--- src/design/csa_pkg.sv ---
// ----------------------------------------------------------------------------
// csa_pkg
// shared types and constants of the charging slot allocator
// ----------------------------------------------------------------------------
package csa_pkg;

	// fixed field widths of the item and result transfers
	localparam int ROBOT_ID_W = 8;
	localparam int GRANTED_W  = 3;
	localparam int WAITING_W  = 5;

	// number of distinct values on the robot_id field
	localparam int ID_SPACE = 256;

	// item command codes
	localparam logic CMD_VISIT = 1'b0;
	localparam logic CMD_FILL  = 1'b1;

	// sequencer states
	typedef enum logic [2:0] {
		ST_IDLE  = 3'b001,
		ST_VISIT = 3'b010,
		ST_FILL  = 3'b100
	} csa_state_t;

	// commands from the sequencer to the datapath
	typedef struct packed {
		logic accept;     // item transfer this cycle, latch payload
		logic visit_go;   // execute the latched visit and load the result
		logic fill_step;  // process one slot of the end-of-step fill
	} csa_ctrl_t;

	// status from the datapath to the sequencer
	typedef struct packed {
		logic fill_last;  // slot walk stands on the last slot
		logic out_free;   // result register can take a new result
	} csa_stat_t;

endpackage

--- src/design/csa_if.sv ---
// ----------------------------------------------------------------------------
// csa_in_if / csa_out_if
// valid/ready channels for items and results of the slot allocator
// ----------------------------------------------------------------------------
interface csa_in_if;
	import csa_pkg::*;

	logic                  valid;
	logic                  ready;
	logic                  cmd;
	logic [ROBOT_ID_W-1:0] robot_id;
	logic                  carrying;
	logic                  request;
	logic                  done_req;

	modport source (
		output valid, cmd, robot_id, carrying, request, done_req,
		input  ready
	);
	modport sink (
		input  valid, cmd, robot_id, carrying, request, done_req,
		output ready
	);
endinterface

interface csa_out_if;
	import csa_pkg::*;

	logic                 valid;
	logic                 ready;
	logic                 holds_slot;
	logic [GRANTED_W-1:0] granted;
	logic [WAITING_W-1:0] waiting;
	logic                 overflow;

	modport source (
		output valid, holds_slot, granted, waiting, overflow,
		input  ready
	);
	modport sink (
		input  valid, holds_slot, granted, waiting, overflow,
		output ready
	);
endinterface

--- src/design/charging_slot_allocator.sv ---
// ----------------------------------------------------------------------------
// charging_slot_allocator
// hands out charging slots to requesters through a fifo waiting list
// ----------------------------------------------------------------------------
//
//  channel   direction  handshake      payload
//  item      in         valid/ready    cmd, robot_id, carrying, request, done_req
//  result    out        valid/ready    holds_slot, granted, waiting, overflow
//
//  a visit is a transfer in, then enqueue / ownership check / release
//  an end-of-step fill walks the slots one a cycle, the last only once the result
//  register has room, paced by the single read port of the waiting-queue ram
//  one item is in work at a time; the result register lets the next item
//  transfer in while the previous result still waits on result.ready
//  a full result register stalls the final step of an item until it drains
//  arst_n clears all slots and empties the queue; no clearing pass is needed
//
module charging_slot_allocator #(
	parameter int SLOTS       = 5,
	parameter int QUEUE_DEPTH = 16,
	parameter int ID_COUNT    = 256
) (
	input  logic       clk,
	input  logic       arst_n,
	csa_in_if.sink     item,
	csa_out_if.source  result
);
	import csa_pkg::*;

	// command and status between sequencer and datapath
	csa_ctrl_t ctrl;
	csa_stat_t stat;

	// sequencer: idle -> visit or slot walk -> idle
	csa_ctrl u_ctrl (
		.clk      (clk),
		.arst_n   (arst_n),
		.in_valid (item.valid),
		.in_cmd   (item.cmd),
		.stat     (stat),
		.ctrl     (ctrl),
		.in_ready (item.ready)
	);

	// datapath: queue ram, slot table, result register
	csa_dp #(
		.SLOTS       (SLOTS),
		.QUEUE_DEPTH (QUEUE_DEPTH),
		.ID_COUNT    (ID_COUNT)
	) u_dp (
		.clk            (clk),
		.arst_n         (arst_n),
		.ctrl           (ctrl),
		.stat           (stat),
		.in_robot_id    (item.robot_id),
		.in_carrying    (item.carrying),
		.in_request     (item.request),
		.in_done_req    (item.done_req),
		.out_valid      (result.valid),
		.out_ready      (result.ready),
		.out_holds_slot (result.holds_slot),
		.out_granted    (result.granted),
		.out_waiting    (result.waiting),
		.out_overflow   (result.overflow)
	);
endmodule

--- src/design/csa_ram.sv ---
// ----------------------------------------------------------------------------
// csa_ram
// generic single write port, single read port ram with registered read
// ----------------------------------------------------------------------------
module csa_ram #(
	parameter int WIDTH = 8,
	parameter int DEPTH = 16
) (
	input  logic                     clk,
	input  logic                     we,
	input  logic [$clog2(DEPTH)-1:0] waddr,
	input  logic [WIDTH-1:0]         wdata,
	input  logic [$clog2(DEPTH)-1:0] raddr,
	output logic [WIDTH-1:0]         rdata
);
	logic [WIDTH-1:0] mem_q [DEPTH];

	always_ff @(posedge clk) begin
		if (we) begin
			mem_q[waddr] <= wdata;
		end
		rdata <= mem_q[raddr];
	end
endmodule

--- src/design/csa_ctrl.sv ---
// ----------------------------------------------------------------------------
// csa_ctrl
// sequencer of the slot allocator: accepts items, runs visit or slot walk
// ----------------------------------------------------------------------------
module csa_ctrl (
	input  logic               clk,
	input  logic               arst_n,
	input  logic               in_valid,
	input  logic               in_cmd,
	input  csa_pkg::csa_stat_t stat,
	output csa_pkg::csa_ctrl_t ctrl,
	output logic               in_ready
);
	import csa_pkg::*;

	csa_state_t state_q, state_d;

	always_comb begin
		state_d        = state_q;
		ctrl.accept    = 1'b0;
		ctrl.visit_go  = 1'b0;
		ctrl.fill_step = 1'b0;
		in_ready       = 1'b0;
		case (state_q)
			ST_IDLE: begin
				in_ready    = 1'b1;
				ctrl.accept = in_valid;
				if (in_valid) begin
					state_d = (in_cmd == CMD_FILL) ? ST_FILL : ST_VISIT;
				end
			end
			ST_VISIT: begin
				ctrl.visit_go = stat.out_free;
				if (stat.out_free) begin
					state_d = ST_IDLE;
				end
			end
			ST_FILL: begin
				// last slot commits together with the result load
				ctrl.fill_step = !stat.fill_last || stat.out_free;
				if (stat.fill_last && stat.out_free) begin
					state_d = ST_IDLE;
				end
			end
			default: begin
				state_d = ST_IDLE;
			end
		endcase
	end

	always_ff @(posedge clk or negedge arst_n) begin
		if (!arst_n) begin
			state_q <= ST_IDLE;
		end else begin
			state_q <= state_d;
		end
	end

	a_accept_leaves_idle: assert property (@(posedge clk) disable iff (!arst_n)
		ctrl.accept |=> !in_ready)
		else $error("sequencer stayed ready after a transfer");

	a_visit_needs_room: assert property (@(posedge clk) disable iff (!arst_n)
		ctrl.visit_go |-> stat.out_free)
		else $error("visit executed while result register full");

	a_last_fill_needs_room: assert property (@(posedge clk) disable iff (!arst_n)
		!(ctrl.fill_step && stat.fill_last && !stat.out_free))
		else $error("last fill step committed while result register full");
endmodule

--- src/design/csa_dp.sv ---
// ----------------------------------------------------------------------------
// csa_dp
// datapath: waiting queue, slot table, slot walk counter and result register
// ----------------------------------------------------------------------------
module csa_dp #(
	parameter int SLOTS       = 5,
	parameter int QUEUE_DEPTH = 16,
	parameter int ID_COUNT    = 256
) (
	input  logic                            clk,
	input  logic                            arst_n,
	input  csa_pkg::csa_ctrl_t              ctrl,
	output csa_pkg::csa_stat_t              stat,
	input  logic [csa_pkg::ROBOT_ID_W-1:0]  in_robot_id,
	input  logic                            in_carrying,
	input  logic                            in_request,
	input  logic                            in_done_req,
	output logic                            out_valid,
	input  logic                            out_ready,
	output logic                            out_holds_slot,
	output logic [csa_pkg::GRANTED_W-1:0]   out_granted,
	output logic [csa_pkg::WAITING_W-1:0]   out_waiting,
	output logic                            out_overflow
);
	import csa_pkg::*;

	localparam int IdRange = (ID_COUNT < ID_SPACE) ? ID_COUNT : ID_SPACE;
	localparam int IdW     = $clog2(IdRange);
	localparam int QW      = $clog2(QUEUE_DEPTH);
	localparam int CW      = $clog2(QUEUE_DEPTH + 1);
	localparam int SIW     = (SLOTS > 1) ? $clog2(SLOTS) : 1;
	localparam int GW      = $clog2(SLOTS + 1);

	// id folding table, robot_id modulo the id count
	logic [IdW-1:0] id_map [ID_SPACE];
	for (genvar g = 0; g < ID_SPACE; g++) begin : g_id_map
		assign id_map[g] = IdW'(g % IdRange);
	end

	// latched item
	logic [IdW-1:0] id_q;
	logic           carry_q, req_q, done_q;

	// slot table
	logic           busy_q  [SLOTS];
	logic [IdW-1:0] owner_q [SLOTS];
	logic [SLOTS-1:0] match;

	// queue control
	logic [QW-1:0] head_q, tail_q, head_d;
	logic [CW-1:0] count_q, count_d;

	logic [SIW-1:0] slot_q;
	logic [GW-1:0]  gcnt_q, gcnt_d;

	logic           act, enq, ovf, grant, load;
	logic [IdW-1:0] ram_rdata;

	// result register
	logic                 out_valid_q;
	logic                 holds_q, ovf_q;
	logic [GRANTED_W-1:0] granted_q;
	logic [WAITING_W-1:0] waiting_q;

	always_comb begin
		for (int s = 0; s < SLOTS; s++) begin
			match[s] = busy_q[s] && (owner_q[s] == id_q);
		end
	end

	assign act   = ctrl.visit_go && !carry_q;
	assign enq   = act && req_q && (count_q < CW'(QUEUE_DEPTH));
	assign ovf   = act && req_q && !(count_q < CW'(QUEUE_DEPTH));
	assign grant = ctrl.fill_step && !busy_q[slot_q] && (count_q != '0);
	assign load  = ctrl.visit_go || (ctrl.fill_step && stat.fill_last);

	assign stat.fill_last = (slot_q == SIW'(SLOTS - 1));
	assign stat.out_free  = !out_valid_q || out_ready;

	always_comb begin
		count_d = count_q;
		if (enq) begin
			count_d = count_q + 1'b1;
		end else if (grant) begin
			count_d = count_q - 1'b1;
		end
	end

	// head advances on every grant; the ram reads ahead at the next head
	always_comb begin
		head_d = head_q;
		if (grant) begin
			head_d = (head_q == QW'(QUEUE_DEPTH - 1)) ? '0 : head_q + 1'b1;
		end
	end

	assign gcnt_d = gcnt_q + GW'(grant);

	csa_ram #(
		.WIDTH (IdW),
		.DEPTH (QUEUE_DEPTH)
	) u_queue (
		.clk   (clk),
		.we    (enq),
		.waddr (tail_q),
		.wdata (id_q),
		.raddr (head_d),
		.rdata (ram_rdata)
	);

	always_ff @(posedge clk) begin
		if (ctrl.accept) begin
			id_q    <= id_map[in_robot_id];
			carry_q <= in_carrying;
			req_q   <= in_request;
			done_q  <= in_done_req;
		end
		if (grant) begin
			owner_q[slot_q] <= ram_rdata;
		end
		if (load) begin
			holds_q   <= act && (|match);
			ovf_q     <= ovf;
			granted_q <= ctrl.visit_go ? '0 : GRANTED_W'(gcnt_d);
			waiting_q <= WAITING_W'(count_d);
		end
	end

	always_ff @(posedge clk or negedge arst_n) begin
		if (!arst_n) begin
			for (int s = 0; s < SLOTS; s++) begin
				busy_q[s] <= 1'b0;
			end
			head_q      <= '0;
			tail_q      <= '0;
			count_q     <= '0;
			slot_q      <= '0;
			gcnt_q      <= '0;
			out_valid_q <= 1'b0;
		end else begin
			for (int s = 0; s < SLOTS; s++) begin
				if (grant && (slot_q == SIW'(s))) begin
					busy_q[s] <= 1'b1;
				end else if (act && done_q && match[s]) begin
					busy_q[s] <= 1'b0;
				end
			end
			head_q  <= head_d;
			count_q <= count_d;
			if (enq) begin
				tail_q <= (tail_q == QW'(QUEUE_DEPTH - 1)) ? '0 : tail_q + 1'b1;
			end
			if (ctrl.accept) begin
				slot_q <= '0;
				gcnt_q <= '0;
			end else if (ctrl.fill_step) begin
				gcnt_q <= gcnt_d;
				if (!stat.fill_last) begin
					slot_q <= slot_q + 1'b1;
				end
			end
			if (load) begin
				out_valid_q <= 1'b1;
			end else if (out_ready) begin
				out_valid_q <= 1'b0;
			end
		end
	end

	assign out_valid      = out_valid_q;
	assign out_holds_slot = holds_q;
	assign out_granted    = granted_q;
	assign out_waiting    = waiting_q;
	assign out_overflow   = ovf_q;

	a_count_bound: assert property (@(posedge clk) disable iff (!arst_n)
		count_q <= CW'(QUEUE_DEPTH))
		else $error("queue count above depth");

	a_carry_no_change: assert property (@(posedge clk) disable iff (!arst_n)
		(ctrl.visit_go && carry_q) |=> (count_q == $past(count_q)))
		else $error("carrying visit changed the queue");

	a_grant_fills_slot: assert property (@(posedge clk) disable iff (!arst_n)
		grant |=> busy_q[$past(slot_q)])
		else $error("granted slot not marked busy");
endmodule

--- src/flat_wrapper.sv ---
// flat-port wrapper written by rule: the top's interface ports become plain ports
module charging_slot_allocator_flat import csa_pkg::*;
#(
	parameter int SLOTS       = 5,
	parameter int QUEUE_DEPTH = 16,
	parameter int ID_COUNT    = 256
)
  (clk, arst_n, item_valid, item_cmd, item_robot_id, item_carrying, item_request, item_done_req, item_ready, result_valid, result_holds_slot, result_granted, result_waiting, result_overflow, result_ready);
  csa_in_if item_i ();
  csa_out_if result_i ();
  input  logic clk;
  input  logic arst_n;
  input wire logic [$bits(item_i.valid)-1:0] item_valid;
  input wire logic [$bits(item_i.cmd)-1:0] item_cmd;
  input wire logic [$bits(item_i.robot_id)-1:0] item_robot_id;
  input wire logic [$bits(item_i.carrying)-1:0] item_carrying;
  input wire logic [$bits(item_i.request)-1:0] item_request;
  input wire logic [$bits(item_i.done_req)-1:0] item_done_req;
  output wire logic [$bits(item_i.ready)-1:0] item_ready;
  output wire logic [$bits(result_i.valid)-1:0] result_valid;
  output wire logic [$bits(result_i.holds_slot)-1:0] result_holds_slot;
  output wire logic [$bits(result_i.granted)-1:0] result_granted;
  output wire logic [$bits(result_i.waiting)-1:0] result_waiting;
  output wire logic [$bits(result_i.overflow)-1:0] result_overflow;
  input wire logic [$bits(result_i.ready)-1:0] result_ready;
  assign item_i.valid = item_valid;
  assign item_i.cmd = item_cmd;
  assign item_i.robot_id = item_robot_id;
  assign item_i.carrying = item_carrying;
  assign item_i.request = item_request;
  assign item_i.done_req = item_done_req;
  assign item_ready = item_i.ready;
  assign result_valid = result_i.valid;
  assign result_holds_slot = result_i.holds_slot;
  assign result_granted = result_i.granted;
  assign result_waiting = result_i.waiting;
  assign result_overflow = result_i.overflow;
  assign result_i.ready = result_ready;
  charging_slot_allocator #(.SLOTS(SLOTS), .QUEUE_DEPTH(QUEUE_DEPTH), .ID_COUNT(ID_COUNT)) u_core (.clk(clk), .arst_n(arst_n), .item(item_i), .result(result_i));
endmodule
--- config.mk ---
export PLATFORM = sky130hd
export DESIGN_NAME = charging_slot_allocator_flat
export DESIGN_NICKNAME = d
export VERILOG_FILES = /design/src/design/csa_pkg.sv /design/src/design/csa_if.sv /design/src/design/charging_slot_allocator.sv /design/src/design/csa_ram.sv /design/src/design/csa_ctrl.sv /design/src/design/csa_dp.sv /design/src/flat_wrapper.sv
export SDC_FILE = /design/constraint.sdc
export NUM_CORES = 1
export LEC_CHECK = 0
export ABC_AREA = 1
export BUFFER_PORTS_ARGS = -buffer_cell sky130_fd_sc_hd__buf_2
export CELL_PAD_IN_SITES_DETAIL_PLACEMENT = 1
export CELL_PAD_IN_SITES_GLOBAL_PLACEMENT = 1
export CORE_MARGIN = 4
export CORE_UTILIZATION = 45
export DETAILED_ROUTE_END_ITERATION = 10
export GPL_TIMING_DRIVEN = 0
export PLACE_DENSITY_LB_ADDON = 0.1
export SLEW_MARGIN = 15
export SYNTH_ARGS = -nofsm -noshare
export SYNTH_HDL_FRONTEND = slang
export SYNTH_SLANG_ARGS = --single-unit
--- constraint.sdc ---
create_clock -name clk -period 2.48 [get_ports clk]
set_input_delay 0.124 -clock clk [delete_from_list [all_inputs] [get_ports clk]]
set_output_delay 0.124 -clock clk [all_outputs]
set_load 0.05 [all_outputs]
# == After elaboration in Yosys (flattened, before gate mapping) ==
# Memories as Yosys holds them, arrays and structs flattened. A register that Yosys moved wholly into a read port is not among the register bits.
# Index checks and enable logic that the tools add are counted.
# word_totals
regBits,41
ramBits,168
in_bits,16
elab_cells,133
mem_bits_ro,2048
memories,3
# classes
muxes,38
n_eq_ne,18
bitwise_logic,2
magnitude_cmp,2
n_addsub,6
reduce_logical,45
# mem_list
memory,words,word_bits,read_ports,rd_ports_with_merged_regs,write_ports,line_no,text
(name not given),256,8,1,1,0,csa_dp.sv:113,id_q <= id_map[in_robot_id];
u_core.u_dp.u_queue.mem_q,16,8,1,1,1,csa_ram.sv:16,logic [WIDTH-1:0] mem_q [DEPTH];
u_core.u_dp.owner_q,5,8,5,0,1,csa_dp.sv:46,logic [IdW-1:0] owner_q [SLOTS];
# ops
operator,count
== test 8 bit,5
2-to-1 mux 3 bit,9
logical AND 1 bit,25
2-to-1 mux 1 bit,22
nonzero test 2 bit,7
2-to-1 mux 4 bit,3
2-to-1 mux 5 bit,2
"== test 3 x 2 -> 1 bit, second input constant",3
NOT 8 -> 9 bit,1
one-hot mux 3 bit (3 select lines),1
"adder 4 x 1 -> 4 bit, second input constant",2
"== test 4 bit, second input constant",2
"== test 3 x 1 -> 1 bit, second input constant",2
"== test 3 bit, second input constant",2
"inequality test 2 bit, second input constant",3
"adder 5 x 1 -> 5 bit, second input constant",1
zero test 1 bit,5
"less-than comparator 5 bit, second input constant",1
nonzero test 5 bit,1
OR reduction 5 bit,1
"subtractor 5 x 1 -> 5 bit, second input constant",1
">= comparator 4 bit, second input constant",1
NOT 3 -> 4 bit,1
adder 3 x 1 -> 3 bit,1
other kinds (7),9

# == Logic depth before layout (Yosys ltp) ==
# Gate-level depths: netlist (run 1).
# logic_depth
word_depth,10
ltp_mapped,17

# == By module ==
# From an unflattened synthesis (run 1), not the netlist that was laid out.
# unflattened
hier_cells,952
hier_area_um2,9889.5
# by_module_without_submodules
mod,cells_each,seq_area_each_um2,area_per_inst_um2,instances
csa_ram,551,4003.8,5766.8,1
csa_dp,376,2457.4,3948.8,1
csa_ctrl,25,76.3,173.9,1

# == Worst setup path after synthesis (run 1) ==
# No wires, ideal clock.
# synth_timing
path_kind,flip-flop to flip-flop
startpoint,reg u_core.u_dp.slot_q[0]
endpoint,"mem u_core.u_dp.owner_q[0][0] in the netlist's numbering, enable pin"
setup_time_ps,383
t_arrival_ps,2264
required_ps,2097
setup_slack_ps,-167
path_stages_with_launch,13
path_cell_list,dfrtp_1 > inv_2 > ha_1 > nand2_1 > inv_1 > nand2_1 > nand3_2 > nor2_4 > nand2_4 > buf_6 > nor2_1 > inv_1 > nor3_1
# synth_via
elab_chain_cells,9
elab_cells_between_ends,13
classes_between,eq/ne: 1; mux: 6; bitwise: 1; reduce/logical: 5
# synth_rtl
element,line_no,text
from (decl),csa_dp.sv:53,logic [SIW-1:0] slot_q;
from (signal assigned),csa_dp.sv:159,slot_q <= slot_q + 1'b1;
NOT 3 -> 4 bit (implied by the code),csa_dp.sv:74,assign grant = ctrl.fill_step && !busy_q[slot_q] && (count_q != '0);
binary-select mux 1 bit (select 3 bit),csa_dp.sv:74,
2-to-1 mux 1 bit (implied by the code) (2 in a row),csa_dp.sv:74,
zero test 1 bit,csa_dp.sv:74,
logical AND 1 bit (2 in a row),csa_dp.sv:74,
2-to-1 mux 1 bit,csa_dp.sv:118,if (grant) begin
2-to-1 mux 1 bit (implied by the code),csa_dp.sv:119,owner_q[slot_q] <= ram_rdata;
to (decl),csa_dp.sv:46,
# Parallel ways exist; a longest one is shown, timed or not. The select of a mux whose other input is x is not followed.

# == Worst setup path in the final report (run 1) ==
# layout_timing
startpoint,reg u_core.u_dp.slot_q[2]
endpoint,"reg u_core.u_dp.u_queue.rdata[4], read port of u_core.u_dp.u_queue.mem_q"
# layout_via
elab_chain_cells,8
elab_cells_between_ends,12
classes_between,eq/ne: 1; mux: 5; bitwise: 1; reduce/logical: 5
# layout_rtl
element,line_no,text
NOT 3 -> 4 bit (implied by the code),csa_dp.sv:74,
binary-select mux 1 bit (select 3 bit),csa_dp.sv:74,
2-to-1 mux 1 bit (implied by the code) (2 in a row),csa_dp.sv:74,
zero test 1 bit,csa_dp.sv:74,
logical AND 1 bit (*) (2 in a row),csa_dp.sv:74,
2-to-1 mux 4 bit (*),csa_dp.sv:92,if (grant) begin
to (decl),csa_ram.sv:14,output logic [WIDTH-1:0] rdata
# Every way passes the cells marked *; elsewhere a longest branch is shown, timed or not. The select of a mux whose other input is x is not followed.
# A chain may end at the register's enable or synchronous reset.

==> results of run 1 <==
[power by group]
part	total, mW	internal (mW)	switching [mW]
logic	4.42	1.56	2.85
clock network	3.55	2.06	1.49
registers	4.98	4.61	0.369
[cells by family (layout without fill, tap and decap cells)]
| logic type | count (synthesis) | count (layout) |
|---|---|---|
| simple gates | 402 | 402 |
| flops | 225 | 225 |
| buf+inv | 202 | 342 |
| compound gates | 53 | 53 |
| xor+xnor | 22 | 22 |
| fa+ha+maj | 15 | 15 |
[cell usage after synthesis (2+ instances only)]
cell type	count	area, um^2
inv_1	168	631
nor4_1	6	37.5
nand3_1	172	861
dfrtp_1	27	676
dfxtp_1	8	160
edfxtp_1	189	5680
nor2_1	38	143
nand3b_1	2	15.0
xor2_1	20	175
xnor2_1	2	17.5
o22ai_1	5	31.3
o21ai_2	2	17.5
nand2_2	3	18.8
inv_2	5	18.8
ha_1	15	188
o21ai_0	34	170
clkbuf_1	6	22.5
buf_2	16	80.1
buf_6	4	45.0
nand2_1	161	604
nand4_1	5	31.3
a211oi_1	2	15.0
nor3_1	10	50.1
a221oi_1	2	17.5
[area by class of cell]
| type | count | area, um^2 | share of cell area |
|---|---|---|---|
| Tap cell | 275 | 344 | 0.0277 |
| Clock buffer | 32 | 692 | 0.0558 |
| Multi-Input combinational cell | 492 | 2910 | 0.235 |
| Timing Repair Buffer | 95 | 886 | 0.0714 |
| Inverter | 175 | 672 | 0.0542 |
| Buffer | 27 | 272 | 0.0219 |
| Sequential cell | 225 | 6540 | 0.527 |
| Clock inverter | 13 | 88.8 | 0.00716 |
[worst max-delay path by stage]
stage | slack (ns) | cells after the start | end | start
floorplan | -0.17 | 12 | u_core.u_dp.owner_q[0][0] | u_core.u_dp.slot_q[0]
global placement | -1.05 | 10 | u_core.u_dp.owner_q[3][1] | u_core.u_dp.slot_q[0]
detailed placement | -0.58 | 12 | u_core.u_dp.owner_q[1][1] | u_core.u_dp.slot_q[0]
CTS | 0.003 | 16 | u_core.u_dp.u_queue.rdata[4] | u_core.u_dp.slot_q[0]
global route | -0.07 | 17 | u_core.u_dp.u_queue.rdata[6] | u_core.u_dp.slot_q[1]
finish | 0.009 | 13 | u_core.u_dp.u_queue.rdata[4] | u_core.u_dp.slot_q[2]
[routing by layer]
layer | part of all wire | GRT usage
met1 | 0.45 | 0.326
met2 | 0.49 | 0.384
met3 | 0.039 | 0.0252
met4 | 0.017 | 0.0446
met5 | 0 | 0
[repair_timing]
| action | in CTS | in global routing |
|---|---|---|
| hold buffers | 15 | 0 |
| gates cloned | 1 | 4 |
| endpoints found under the hold margin | 40 | 0 |
| gates resized for setup | 88 | 48 |
| buffers inserted | 27 | 18 |
| pin swaps | 13 | 8 |
| setup endpoints to repair | 184 | 176 |
[flip-flops by register name, summed over array words and instances (netlist names)]
name / count
u_core.u_dp.u_queue.mem_q: 128
u_core.u_dp.owner_q: 40
u_core.u_dp.id_q: 8
u_core.u_dp.u_queue.rdata: 8
u_core.u_dp.busy_q: 5
u_core.u_dp.count_q: 5
u_core.u_dp.out_waiting: 5
u_core.u_dp.head_q: 4
u_core.u_dp.tail_q: 4
u_core.u_ctrl.state_q: 3
u_core.u_dp.gcnt_q: 3
u_core.u_dp.out_granted: 3
u_core.u_dp.slot_q: 3
u_core.u_dp.carry_q: 1
u_core.u_dp.done_q: 1
u_core.u_dp.out_holds_slot: 1
u_core.u_dp.out_overflow: 1
u_core.u_dp.out_valid: 1
u_core.u_dp.req_q: 1
[worst reg2reg max path: stages, from the launching register on]
cell     delay [ns]
dfrtp_1        0.58
inv_2          0.15
nand4_1        0.14
nand2_1        0.12
nor2_4         0.19
nand2_4        0.13
buf_12         0.17
o21ai_4        0.21
buf_6          0.15
buf_4          0.14
nand3_1        0.10
nand3_1        0.16
nand3_1        0.10
nand2_1        0.09
[per-stage QoR]
step / total power [mW] / instances / TNS (ns) / setup slack (ns)
2_1_floorplan: 7.03 / 919 / -6.64 / -0.167
3_3_place_gp: 8.19 / 1221 / -78.56 / -1.05
3_5_place_dp: 8.28 / 1224 / -60.96 / -0.584
4_1_cts: 12.4 / 1312 / 0 / 0.00341
5_1_grt: 13.5 / 1334 / -0.462 / -0.0747
6_report: 12.9 / 1334 / 0 / 0.00944
[layout by cell type, fill, tap and decap left out, types with 6 or more instances in the layout]
cell type / n
nand3_1: 151
nor2_1: 20
buf_4: 40
inv_1: 167
buf_2: 31
dfxtp_1: 8
o21ai_0: 34
clkbuf_16: 29
xor2_1: 20
buf_8: 6
buf_6: 6
edfxtp_1: 189
nand2_4: 6
buf_12: 12
nand2_2: 11
nand2_1: 147
nor3_1: 7
dfrtp_1: 25
clkinv_1: 6
nor2_4: 18
dlygate4sd3_1: 15
nand3_2: 20
ha_1: 14
==> PnR_summary.wiki, run 1 <==
{| class="wikitable"
! Metric !! Value
|-
| Commonest register cell after synthesis || edfxtp_1
|-
| Share of the clock period used by the worst path after layout || 0.996
|-
| Post-Synth Adder-Cell Area || 0.0190
|-
| Synthesized area || a little under 10,000 um^2
|-
| Iteration-0 DRC count of the detailed router || slightly below 600
|-
| Vias in the first global route || 7,444
|-
| Number of synthesized register bits || 225
|-
| Layout filler cell count || 2,204
|-
| Status || finished, final reports clean
|-
| Later-pin clock latency in the skew report || ~0.52 ns
|-
| Die Outline Area || roughly 24,000 um^2
|-
| IO Port Bufs || 27
|-
| Post-Route Skew || between 0.02 and 0.025 ns
|-
| Data required time at the worst endpoint || 2.94 ns
|-
| Antenna Diode Count || 0
|-
| Number of antenna violations at the first check in global routing || 0
|-
| Count of flip-flops with a built-in enable after synthesis || 189
|-
| Net count of the mapped netlist || between 900 and 1,000
|-
| Worst hold path startpoint || item_valid
|-
| Final WL || around 28,000 um
|-
| Vias || 7,121
|-
| Combinational family with the most area after synthesis || simple AND/OR/NAND/NOR gates
|-
| Arrival time reported for the critical path endpoint || 2.93 ns
|-
| Leak pwr || 5.22 nW
|-
| NumNets Final || ~1,100
|-
| Fraction of the mapped netlist area in simple logic gates || 0.183
|-
| Cells on worst reg2reg path || 13
|-
| Nature of the critical path endpoint || flip-flop
|-
| Compound-cell area share of the yosys netlist || 0.0325
|-
| Hold-critical path depth || 4
|-
| Terminating pin of the worst hold path || u_core.u_dp.slot_q[0]
|-
| Starting density of the core || 0.463
|-
| Worst-path clk slew || 0.06 ns
|-
| Detailed-router iteration count before antenna repair || 4
|-
| TritonCTS Sinks || ~230
|-
| Worst IR drop on VDD || 0.614 mV
|-
| Most Frequent Cell on Critical Path || nand3_1
|-
| End of the worst register-to-register path || u_core.u_dp.u_queue.rdata[4]
|-
| CTS Buffer Depth || 3
|-
| Layout Utilization || 0.583
|-
| Crit path max-delay cell type || dfrtp_1
|-
| CTS H-tree depth || 1
|-
| R2R Setup Slk || approximately 0.0094 ns
|-
| Placed Instance Area || a little over 10,000 um^2
|-
| Number of vias per cell || 5.34
|-
| Final RePlAce weighted congestion || 0.884
|-
| Worst max-slew margin expressed relative to the limit || 0.508
|-
| Boundary Pins || 28
|-
| Global-route wire length before repair || 42,500 um
|-
| Core ar. || 21,300 um^2
|-
| Final slew viol count || 0
|-
| Crit-path leading delay family || simple AND/OR/NAND/NOR gates
|-
| Total half-perimeter wirelength after legalization and detailed placement || ~17,000 um
|-
| CP max FO || 6
|-
| Count of final hold-check violations || 0
|-
| Clock tree root buffer cell || clkbuf_16
|-
| Max-cap viol count || 0
|-
| CP Class || flip-flop to flip-flop
|-
| Final worst path period need || 2.47 ns
|-
| Layout overhead on the synthesized area || 25.8%
|-
| Share of the synthesized netlist area taken by xor and xnor gates || 0.0195
|-
| Number of distinct library cells after synthesis || slightly above 40
|-
| Post-route standard cell area excluding fillers || 12,400 um^2
|-
| YS warnings || 0
|-
| Sum of overflow across all layers after global routing || 0
|-
| Total routing usage reported by global routing || 0.229
|-
| Multiplexer share of the synthesized area || 0
|-
| Pin count of the biggest net entering global routing || 29
|-
| Worst slew pin tran || 0.738 ns
|-
| RSZ-0062 raised after global routing || yes
|-
| Height of the die || 156 um
|-
| Post-detailed-route count of antenna-violating nets || 0
|-
| Number of setup violations in the final report || 0
|-
| Syn avg cell area || 10.7 um^2
|-
| Total power per unit cell area || 1040 nW/um^2
|-
| Fraction of layout instances using a drive strength above 1 || 0.212
|-
| Min-delay worst type || input port to flip-flop
|-
| Worst Hold Margin || 0.0313 ns
|-
| CTS tree || built
|-
| Cell Chain, Critical Path || inv_2 -> nand4_1 -> nand2_1 -> nor2_4 -> nand2_4 -> buf_12 -> o21ai_4 -> buf_6 -> buf_4 -> nand3_1 -> nand3_1 -> nand3_1 -> nand2_1
|-
| RR Startpoint || u_core.u_dp.slot_q[2]
|-
| Number of buffers added by the clock tree synthesis step || 25
|-
| F_max || about 400 MHz
|-
| Std cell rows || 53
|-
| Number of instances in the synthesized netlist || 919
|-
| Critical path's largest stage delay || 0.58 ns
|-
| Share of flip-flops with an asynchronous set or reset || 0.124
|-
| Sequential fraction of the synthesis area || 0.663
|-
| Buffers plus inverters on the worst setup path || 4
|-
| Sort of element at the start of the critical path || flip-flop
|-
| Horiz. Die Dim || 156 um
|-
| Drt wl/cell || 21.3 um
|-
| Remaining DRCs || 0
|}
(Power assumes the default switching activity.)
==> inputs of run 2 (changes only) <==
--- a/config.mk
+++ b/config.mk
@@ -5,12 +5,12 @@
 export SDC_FILE = /design/constraint.sdc
 export NUM_CORES = 1
 export LEC_CHECK = 0
-export ABC_AREA = 1
 export BUFFER_PORTS_ARGS = -buffer_cell sky130_fd_sc_hd__buf_2
 export CELL_PAD_IN_SITES_DETAIL_PLACEMENT = 1
 export CELL_PAD_IN_SITES_GLOBAL_PLACEMENT = 1
+export CORE_ASPECT_RATIO = 2
 export CORE_MARGIN = 4
-export CORE_UTILIZATION = 45
+export CORE_UTILIZATION = 47
 export DETAILED_ROUTE_END_ITERATION = 10
 export GPL_TIMING_DRIVEN = 0
 export PLACE_DENSITY_LB_ADDON = 0.1
==> PnR_summary.wiki, run 2 <==
{| class="wikitable"
! Metric !! Value
|-
| Status || finished with violations (was finished, final reports clean)
|-
| Failing checks || setup timing
|-
| CP max FO || 8 (was 6)
|-
| Most frequent cell after synthesis || edfxtp_1 (unchanged)
|-
| Std cell rows || 72 (was 53)
|-
| IO Port Bufs || 27 (unchanged)
|-
| Sort of element at the start of the critical path || flip-flop (unchanged)
|-
| CTS tree || built (unchanged)
|-
| Sum of overflow across all layers after global routing || 0 (unchanged)
|-
| Iteration-0 DRC count of the detailed router || 294 (was 584)
|-
| Layout overhead on the synthesized area || 24.2% (was 25.8%)
|-
| Share of flip-flops with an asynchronous set or reset || 0.124 (unchanged)
|-
| Top post-synthesis cells by count || edfxtp_1 (189), nand2_1 (90), nor2_1 (67) (was edfxtp_1 (189), nand3_1 (172), inv_1 (168))
|-
| Count of flip-flops with a built-in enable after synthesis || 189 (unchanged)
|-
| F_max || 374 MHz (was 405 MHz)
|-
| Worst max-slew margin expressed relative to the limit || 0.349 (was 0.508)
|-
| Sequential fraction of the synthesis area || 0.699 (was 0.663)
|-
| Drt wl/cell || 25.1 um (was 21.3 um)
|-
| Top-area cell type share of the netlist area || 0.607 (was 0.576)
|-
| Count of final hold-check violations || 0 (unchanged)
|-
| Number of buffers added by the clock tree synthesis step || 21 (was 25)
|-
| Pin count of the biggest net entering global routing || 29 (unchanged)
|-
| Critical path's largest stage delay || 0.45 ns (was 0.58 ns)
|-
| Die Outline Area || 22,400 um^2 (was 24,300 um^2)
|-
| Leak pwr || 4.11 nW (was 5.22 nW)
|-
| R2R Setup Slk || -0.19 ns (was 0.009 ns)
|-
| Post-route standard cell area excluding fillers || 11,600 um^2 (was 12,400 um^2)
|-
| Vias || 5,835 (was 7,121)
|-
| Highest layer used for signal routing || met4 (unchanged)
|-
| End of the worst register-to-register path || u_core.u_dp.u_queue.rdata[7] (was u_core.u_dp.u_queue.rdata[4])
|-
| Max reg flops || 128 (unchanged)
|-
| Setup WS pre-CTS || -0.873 ns (was -0.584 ns)
|-
| Total power per unit cell area || 1010 nW/um^2 (was 1040 nW/um^2)
|-
| Total half-perimeter wirelength after legalization and detailed placement || 17,200 um (was 17,300 um)
|-
| RSZ-0062 raised after global routing || yes (unchanged)
|-
| CP Class || flip-flop to flip-flop (unchanged)
|-
| Placed Instance Area || 9860 um^2 (was 10,400 um^2)
|-
| Cells on worst reg2reg path || 11 (was 13)
|-
| Register name with the most flops || u_core.u_dp.u_queue.mem_q (unchanged)
|-
| Global-route wire length before repair || 39,200 um (was 42,500 um)
|-
| Commonest non-fill, non-tap cell in the layout || edfxtp_1 (unchanged)
|-
| Total routing usage reported by global routing || 0.240 (was 0.229)
|-
| Hold-critical path depth || 3 (was 4)
|-
| Number of vias per cell || 5.53 (was 5.34)
|-
| Fin worst setup slack || -0.194 ns (was 0.00944 ns)
|-
| Detailed-router iteration count before antenna repair || 4 (unchanged)
|-
| Largest cells by area after synthesis || edfxtp_1 (61%), dfrtp_1 (7.2%), nand2_1 (3.6%), nor2_1 (2.7%), mux2i_1 (2.6%) (was edfxtp_1 (58%), nand3_1 (8.7%), dfrtp_1 (6.9%), inv_1 (6.4%), nand2_1 (6.1%))
|-
| Fraction of layout instances using a drive strength above 1 || 0.265 (was 0.212)
|-
| Syn avg cell area || 13.8 um^2 (was 10.7 um^2)
|-
| Wire length on met1 || 8580 um (was 12,800 um)
|-
| Arrival time reported for the critical path endpoint || 3.10 ns (was 2.93 ns)
|-
| Worst IR drop on VDD || 0.601 mV (was 0.614 mV)
|-
| Min-delay worst type || input port to flip-flop (unchanged)
|-
| Post-detailed-route count of antenna-violating nets || 0 (unchanged)
|-
| Wire length on met2 || 15,100 um (was 14,000 um)
|-
| Worst Hold Margin || 0.104 ns (was 0.0313 ns)
|-
| Commonest cells after routing, fill and taps aside || edfxtp_1 (189), nand2_1 (83), nor2_1 (63), buf_4 (44), buf_2 (30) (was edfxtp_1 (189), inv_1 (167), nand3_1 (151), nand2_1 (147), buf_4 (40))
|-
| TritonCTS Sinks || 225 (unchanged)
|-
| Terminating pin of the worst hold path || u_core.u_dp.out_valid (was u_core.u_dp.slot_q[0])
|-
| Later-pin clock latency in the skew report || 0.50 ns (was 0.52 ns)
|-
| Layout filler cell count || 1,910 (was 2,204)
|-
| Met3 WL || 671 um (was 1110 um)
|-
| Max-cap viol count || 0 (unchanged)
|-
| Cell Chain, Critical Path || mux2_4 -> a31oi_4 -> o211ai_4 -> inv_4 -> mux2i_4 -> buf_12 -> buf_12 -> mux2i_4 -> a32oi_2 -> o211ai_1 -> mux2i_1 (was inv_2 -> nand4_1 -> nand2_1 -> nor2_4 -> nand2_4 -> buf_12 -> o21ai_4 -> buf_6 -> buf_4 -> nand3_1 -> nand3_1 -> nand3_1 -> nand2_1)
|-
| Vias in the first global route || 6,568 (was 7,444)
|-
| RR Startpoint || u_core.u_dp.slot_q[0] (was u_core.u_dp.slot_q[2])
|-
| Worst hold path startpoint || result_ready (was item_valid)
|-
| Number of synthesized register bits || 225 (unchanged)
|-
| Height of the die || 208 um (was 156 um)
|-
| CTS H-tree depth || 1 (unchanged)
|-
| Data required time at the worst endpoint || 2.90 ns (was 2.94 ns)
|-
| Worst-path clk slew || 0.06 ns (about the same)
|-
| Clock tree root buffer cell || clkbuf_16 (unchanged)
|-
| Remaining DRCs || 0 (unchanged)
|-
| Horiz. Die Dim || 108 um (was 156 um)
|-
| Core ar. || 19,500 um^2 (was 21,300 um^2)
|-
| Commonest register cell after synthesis || edfxtp_1 (unchanged)
|-
| Final worst path period need || 2.67 ns (was 2.47 ns)
|-
| Number of distinct library cells after synthesis || 56 (was 41)
|-
| Net count of the mapped netlist || 707 (was 950)
|-
| Number of antenna violations at the first check in global routing || 0 (unchanged)
|-
| Crit path max-delay cell type || dfrtp_2 (was dfrtp_1)
|-
| Leading registers by flop count || u_core.u_dp.u_queue.mem_q x128, u_core.u_dp.owner_q x40 (unchanged)
|-
| Antenna Diode Count || 0 (unchanged)
|-
| Synth area leader || edfxtp_1 (unchanged)
|-
| Layout Utilization || 0.597 (was 0.583)
|-
| Synthesized area || 9360 um^2 (was 9860 um^2)
|-
| Worst slew pin tran || 0.974 ns (was 0.738 ns)
|-
| Nature of the critical path endpoint || flip-flop (unchanged)
|-
| Final RePlAce weighted congestion || 0.818 (was 0.884)
|-
| Starting density of the core || 0.481 (was 0.463)
|-
| Boundary Pins || 28 (unchanged)
|-
| Number of instances in the synthesized netlist || 676 (was 919)
|-
| YS warnings || 0 (unchanged)
|-
| Number of setup violations in the final report || 12 (was 0)
|-
| Inst Count DP || 965 (was 1,224)
|-
| CTS Buffer Depth || 3 (unchanged)
|-
| Design Power || 11.8 mW (was 12.9 mW)
|-
| Final standard cell count with taps included and fillers excluded || 1,056 (was 1,334)
|-
| NumNets Final || 814 (was 1,072)
|-
| Final slew viol count || 0 (unchanged)
|-
| Post-Route Skew || 0.0113 ns (was 0.0231 ns)
|-
| Share of the clock period used by the worst path after layout || 1.08 (was 0.996)
|-
| Sum of negative setup slack || -1.30 ns (was 0 ns)
|-
| Final WL || 26,500 um (was 28,400 um)
|}
## run 2: layout make-up
type,instances,area [um^2],share of cell area
Sequential cell,225,6540,0.563
Inverter,14,57.6,0.00495
Timing Repair Buffer,84,693,0.0596
Buffer,30,249,0.0214
Clock buffer,31,634,0.0546
Tap cell,259,324,0.0279
Clock inverter,6,40.0,0.00345
Multi-Input combinational cell,407,3080,0.265
## run 2: critical path, delay by kind of cell, from the launching register on
family | cells | cell delay (ns)
buf+inv | 3 | 0.43
mux | 4 | 0.88
compound gates | 4 | 0.81
flops | 1 | 0.45
## run 2: logic make-up after synthesis
| kind of cell | count (synthesis) | synth area share |
|---|---|---|
| buffers and inverters | 44 | 0.0259 |
| muxes | 27 | 0.0296 |
| adders and majority gates | 15 | 0.0201 |
| DFF | 225 | 0.699 |
| xor gates and xnor gates | 47 | 0.0440 |
| and+or+nand+nor | 241 | 0.119 |
| AOI/OAI and AO/OA | 77 | 0.0630 |
## run 2: routing by layer
| metal | track usage | up-vias |
|---|---|---|
| met1 | 0.231 | 2969 |
| met5 | 0 | - |
| met2 | 0.458 | 114 |
| li1 | - | 2685 |
| met4 | 0.164 | 0 |
| met3 | 0.0258 | 67 |
## run 2: worst max path at each step
stage / start / end / cells past startpoint
after floorplan: u_core.u_dp.slot_q[1] / u_core.u_dp.owner_q[2][0] / 7
after global placement: u_core.u_dp.slot_q[1] / u_core.u_dp.owner_q[3][2] / 7
after detailed placement: u_core.u_dp.slot_q[0] / u_core.u_dp.u_queue.rdata[3] / 13
after CTS: u_core.u_dp.slot_q[0] / u_core.u_dp.u_queue.rdata[7] / 11
after global routing: u_core.u_dp.slot_q[0] / u_core.u_dp.u_queue.rdata[2] / 11
final: u_core.u_dp.slot_q[0] / u_core.u_dp.u_queue.rdata[7] / 11
## run 2: what timing repair did
action | 4_1_cts | 5_1_grt
buffers inserted | 25 | 14
gates resized for setup | 108 | 19
pin swaps | 17 | 19
setup endpoints to repair | 198 | 82
endpoints found under the hold margin | 41 | 0
hold buffers | 14 | 0
gates cloned | 2 | 0
## run 2: power breakdown
group          internal, mW  switching [mW]
clock network          1.78            1.36
logic                  1.57            2.24
registers              4.53           0.301
total                  7.88            3.91
